### src/sv/rud_pkg.sv
// ----------------------------------------------------------------------------
// Divider package
// Widths and the item type that travels down the row of division cells.
// ----------------------------------------------------------------------------
`default_nettype none

package rud_pkg;

	// Width of the ports' data fields.
	localparam int DATA_W = 32;

	// Width of the division; one cell per quotient bit.
	localparam int WIDTH = 32;

	// Quotient reported for a zero divisor: all ones in WIDTH bits.
	localparam logic [DATA_W-1:0] DBZ_QUOTIENT = DATA_W'({WIDTH{1'b1}});

	// State of one item between two cells. The quotient register starts as the
	// dividend and takes one quotient bit in at its bottom per cell.
	typedef struct packed {
		logic [WIDTH-1:0] quo;
		logic [WIDTH-1:0] rem;
		logic [WIDTH-1:0] dvs;
	} stage_t;

endpackage

`default_nettype wire

### src/sv/rud_cell.sv
// ----------------------------------------------------------------------------
// Division cell
// One restoring step: shift in a dividend bit, trial subtract, keep or restore.
// ----------------------------------------------------------------------------
`default_nettype none

module rud_cell import rud_pkg::*; (
	input  wire logic   clk,
	input  wire logic   arst_n,
	input  wire logic   in_valid,
	output logic        in_ready,
	input  wire stage_t in_data,
	output logic        out_valid,
	input  wire logic   out_ready,
	output stage_t      out_data
);

	logic          valid_q;
	stage_t        data_q;
	stage_t        step_d;
	logic [WIDTH:0] trial;

	// The shifted remainder is WIDTH+1 bits: the old remainder above the next
	// dividend bit. A borrow out of the subtraction means restore.
	always_comb begin
		trial      = {in_data.rem, in_data.quo[WIDTH-1]} - {1'b0, in_data.dvs};
		step_d.dvs = in_data.dvs;
		step_d.quo = {in_data.quo[WIDTH-2:0], ~trial[WIDTH]};
		if (trial[WIDTH]) begin
			step_d.rem = {in_data.rem[WIDTH-2:0], in_data.quo[WIDTH-1]};
		end else begin
			step_d.rem = trial[WIDTH-1:0];
		end
	end

	// The cell takes a new item when it is empty or its item moves on.
	assign in_ready = !valid_q || out_ready;

	always_ff @(posedge clk or negedge arst_n) begin
		if (!arst_n) begin
			valid_q <= 1'b0;
		end else if (in_ready) begin
			valid_q <= in_valid;
		end
	end

	always_ff @(posedge clk) begin
		if (in_ready && in_valid) begin
			data_q <= step_d;
		end
	end

	assign out_valid = valid_q;
	assign out_data  = data_q;

endmodule

`default_nettype wire

### config.mk
export PLATFORM = sky130hd
export DESIGN_NAME = rud_cell
export DESIGN_NICKNAME = d
export VERILOG_FILES = /design/src/sv/rud_pkg.sv /design/src/sv/rud_cell.sv
export SDC_FILE = /design/constraint.sdc
export NUM_CORES = 1
export LEC_CHECK = 0
export BUFFER_PORTS_ARGS = -buffer_cell sky130_fd_sc_hd__buf_4
export CORE_AREA = 2 2 119 167
export CTS_CLUSTER_DIAMETER = 30
export DETAILED_ROUTE_END_ITERATION = 10
export DIE_AREA = 0 0 121 169
export MAX_ROUTING_LAYER = met4
export SLEW_MARGIN = 10
export SYNTH_ARGS = -nofsm -noshare
export SYNTH_HDL_FRONTEND = slang
export SYNTH_SLANG_ARGS = --single-unit
### constraint.sdc
create_clock -name clk -period 3.25 [get_ports clk]
set_input_delay 0.4875 -clock clk [delete_from_list [all_inputs] [get_ports clk]]
set_output_delay 0.4875 -clock clk [all_outputs]
set_load 0.01 [all_outputs]
==> results.yml <==
run_status:
  outcome: "finished clean"
power:
  power_uw: 3610
  power_density_mw_per_mm2: 473
  irDropWorstVdd_v: 0.000224
  power.leakage_uw: 0.00340
grt:
  grt_pass1_wl_mm: 22.4
  grt_use_total: 0.147
  overflow: 0
  grt_antenna_before_repair: 0
  grt_max_degree: 64
  grt_pass1_vias: 4341
clocking:
  worstSkewPairLatency_ns: 0.36
  path_clk_slew_ns: 0.08
  numCtsBuffers: 9
  ctsRootBufferMaster: "clkbuf_16"
  cts_sinks: 97
  cts_tree: "done"
  cts_htree_levels: 3
  cts_max_path_buffers: 2
floorplanning:
  start_util: 0.283
  ios: 198
  row_count: 60
  core-area_mm2: 0.0190
  die_area_mm2: 0.0204
  fp.dieW_um: 121
  die_h_um: 169
critical_path:
  cp_slowest_cell: "fa_1"
  criticalPathCategory: "in -> reg"
  slowest_delay_ns: 0.40
  critPathArrivalTime_ns: 3.01
  crit_path_end_kind: "flop"
  path_cells: "buf_4, ha_1, fa_1, nand2b_1, a21oi_1, o211ai_1, a21oi_1, o21a_1, o211ai_4, inv_2, buf_12, mux2_4"
  cp_max_fo: 15
  critPathLaunchType: "input pin"
  critPathRequiredTime_ns: 3.35
  cp_common_cell: "a21oi_1"
logic_synthesis:
  synth_cell_types: 50
  yosys_warnings: 0
  syn_area_per_cell_um2: 11.7
  synth_async_sr_flop_share: 0.0103
  synthFlopType: "edfxtp_1"
  synth_top_family_by_area: "compound AO/OA/AOI/OAI gates"
  synth_compound_area_frac: 0.148
  yosys.area_share.simple: 0.0998
  ys_seq_elements: 97
  netlist_instances: 460
  synthMuxAreaShare: 0.0502
  synth-adder-area-share: 0.0781
  syn_nets: 593
  synth_edf_count: 96
  synth_area_mm2: 0.00538
  synth-xor-area-share: 0.0391
  ys_seq_area_frac: 0.540
timing:
  skew_ns: 0.0102
  layout_min_cycle_time_ns: 2.91
  final_hold_viol_count: 0
  worst_slack_ns: 0.343
  max_slew_margin: 0.623
  fmax_mhz: 344
  drv_slew: 0
  fin_crit_sh: 0.895
  rsz0062_at_grt: "false"
  tightestPinTransition_ns: 0.565
  finalSetupViolations: 0
  fin_hold_ws_ns: 0.303
layout:
  final_net_count: 813
  area_delta_synth_final_pct: 41.8
  drive_gt1_frac: 0.384
  n_antenna_cell: 0
  regArea_mm2: 0.00291
  n_fill_cell: 1901
  fin_area_mm2: 0.00763
  multiInputGateArea_mm2: 0.00224
detailed_routing:
  ant_nets: 0
  wl_per_cell_um: 15.9
  vias_per_cell: 4.55
  drt-pass1-iter-count: 5
  drc_errors: 0
  drtIter0Drc: 225
  drt_wl_total_mm: 14.8
  routed-via-count: 4247
placement:
  place_ws_ns: -0.0750
  placed_area_mm2: 0.00731
  gp_congestion: 0.914
  port_buffers: 197
  hpwl_mm: 11.7
worst_hold_path:
  holdCritPathClass: "in -> reg"
job:
  maxCapViolCount: 0
## layer usage
metal	wire, µm	up-vias	GRT usage
li1	-	2133	-
met3	1020	13	0.0414
met4	243	0	0.0470
met2	7880	139	0.265
met1	5690	1962	0.153
met5	0	-	-
## worst max-delay path: cells and delay by family
family                   cells  cell delay [ns]
AO/OA/AOI/OAI                5             1.01
multiplexers                 1             0.31
AND/OR/NAND/NOR              1             0.18
buffers and inverters        3             0.40
adder cells (fa/ha/maj)      2             0.61
## what timing repair did
item                      4_1_cts  5_1_grt
gates resized for setup         0        0
buffers inserted                0        0
hold buffers                    1        0
hold endpoints to repair        1        0
## layout by cell type, fill, tap and decap left out, drive strengths merged, types with 2 or more instances in the layout
master,instances
a211oi,4
a21boi,2
a21o,15
a21oi,36
a31oi,2
and2,4
and3,6
and4,2
buf,223
clkbuf,9
clkinvlp,2
edfxtp,96
ha,32
inv,46
mux2,18
nand2,44
nand2b,7
nand3,11
nand4,7
nor2,16
nor2b,5
nor3,4
o2111ai,2
o211ai,9
o21a,6
o21ai,24
o21bai,5
o31ai,5
o41ai,2
xnor2,14
xor2,10
## state kept, by name, indices dropped and copies added, names as in the netlist
register,cells
out_data,96
out_valid,1
## synth_stat cells, types with 2 or more instances
cell type / n / area share
edfxtp_1: 96 / 0.54
nand2_1: 44 / 0.031
inv_1: 41 / 0.029
a21oi_1: 34 / 0.032
ha_1: 32 / 0.074
o21ai_0: 24 / 0.022
mux2_4: 18 / 0.050
nor2_1: 16 / 0.011
a21o_1: 15 / 0.021
xnor2_1: 14 / 0.023
clkbuf_1: 11 / 0.0077
nand3_1: 11 / 0.010
xor2_1: 10 / 0.016
o211ai_1: 8 / 0.011
nand2b_1: 7 / 0.0081
nand4_1: 7 / 0.0081
and3_1: 6 / 0.0070
o21a_1: 6 / 0.0084
nor2b_1: 5 / 0.0058
o21bai_1: 5 / 0.0070
o31ai_1: 5 / 0.0070
a211oi_1: 4 / 0.0056
and2_1: 4 / 0.0047
nor3_1: 4 / 0.0037
buf_6: 3 / 0.0063
a21boi_0: 2 / 0.0028
a31oi_1: 2 / 0.0023
and4_1: 2 / 0.0033
o2111ai_1: 2 / 0.0033
o41ai_1: 2 / 0.0033
## area by class of cell
type                            count  share of cell area
Sequential cell                    97               0.381
Multi-Input combinational cell    306               0.293
Timing Repair Buffer              224               0.224
Tap cell                          248              0.0407
Clock buffer                        9              0.0295
Inverter                           42              0.0207
Clock inverter                      7              0.0108
## per-stage QoR
stage          instances   util  TNS, ns
5_1_grt              933  0.402        0
4_1_cts              933  0.402        0
2_1_floorplan        460      -        0
3_5_place_dp         916  0.385    -1.18
3_3_place_gp         916  0.385        0
6_report             933  0.402        0
## final timing paths
path                              from           end  slack (ns)  depth (start not counted)
max in group asynchronous       arst_n     out_valid        2.73                          2
min reg2reg                  out_valid     out_valid        0.56                          2
max                         in_data[0]  out_data[48]        0.34                         12
min in group asynchronous       arst_n     out_valid        0.44                          2
max reg2reg                  out_valid  out_data[43]        1.45                          3
min                        in_data[78]  out_data[79]        0.30                          1
## cell families after synthesis
kind of cell	count (synthesis)
AO/OA/AOI/OAI	120
XOR/XNOR	24
adder cells (fa/ha/maj)	33
buffers and inverters	57
flip-flops	97
multiplexers	18
AND/OR/NAND/NOR	111
## power breakdown
| part | switching, µW | internal [µW] |
|---|---|---|
| registers | 24.7 | 1500 |
| clock network | 527 | 612 |
| logic | 466 | 479 |
No activity file was read; power rests on OpenSTA's default activity.
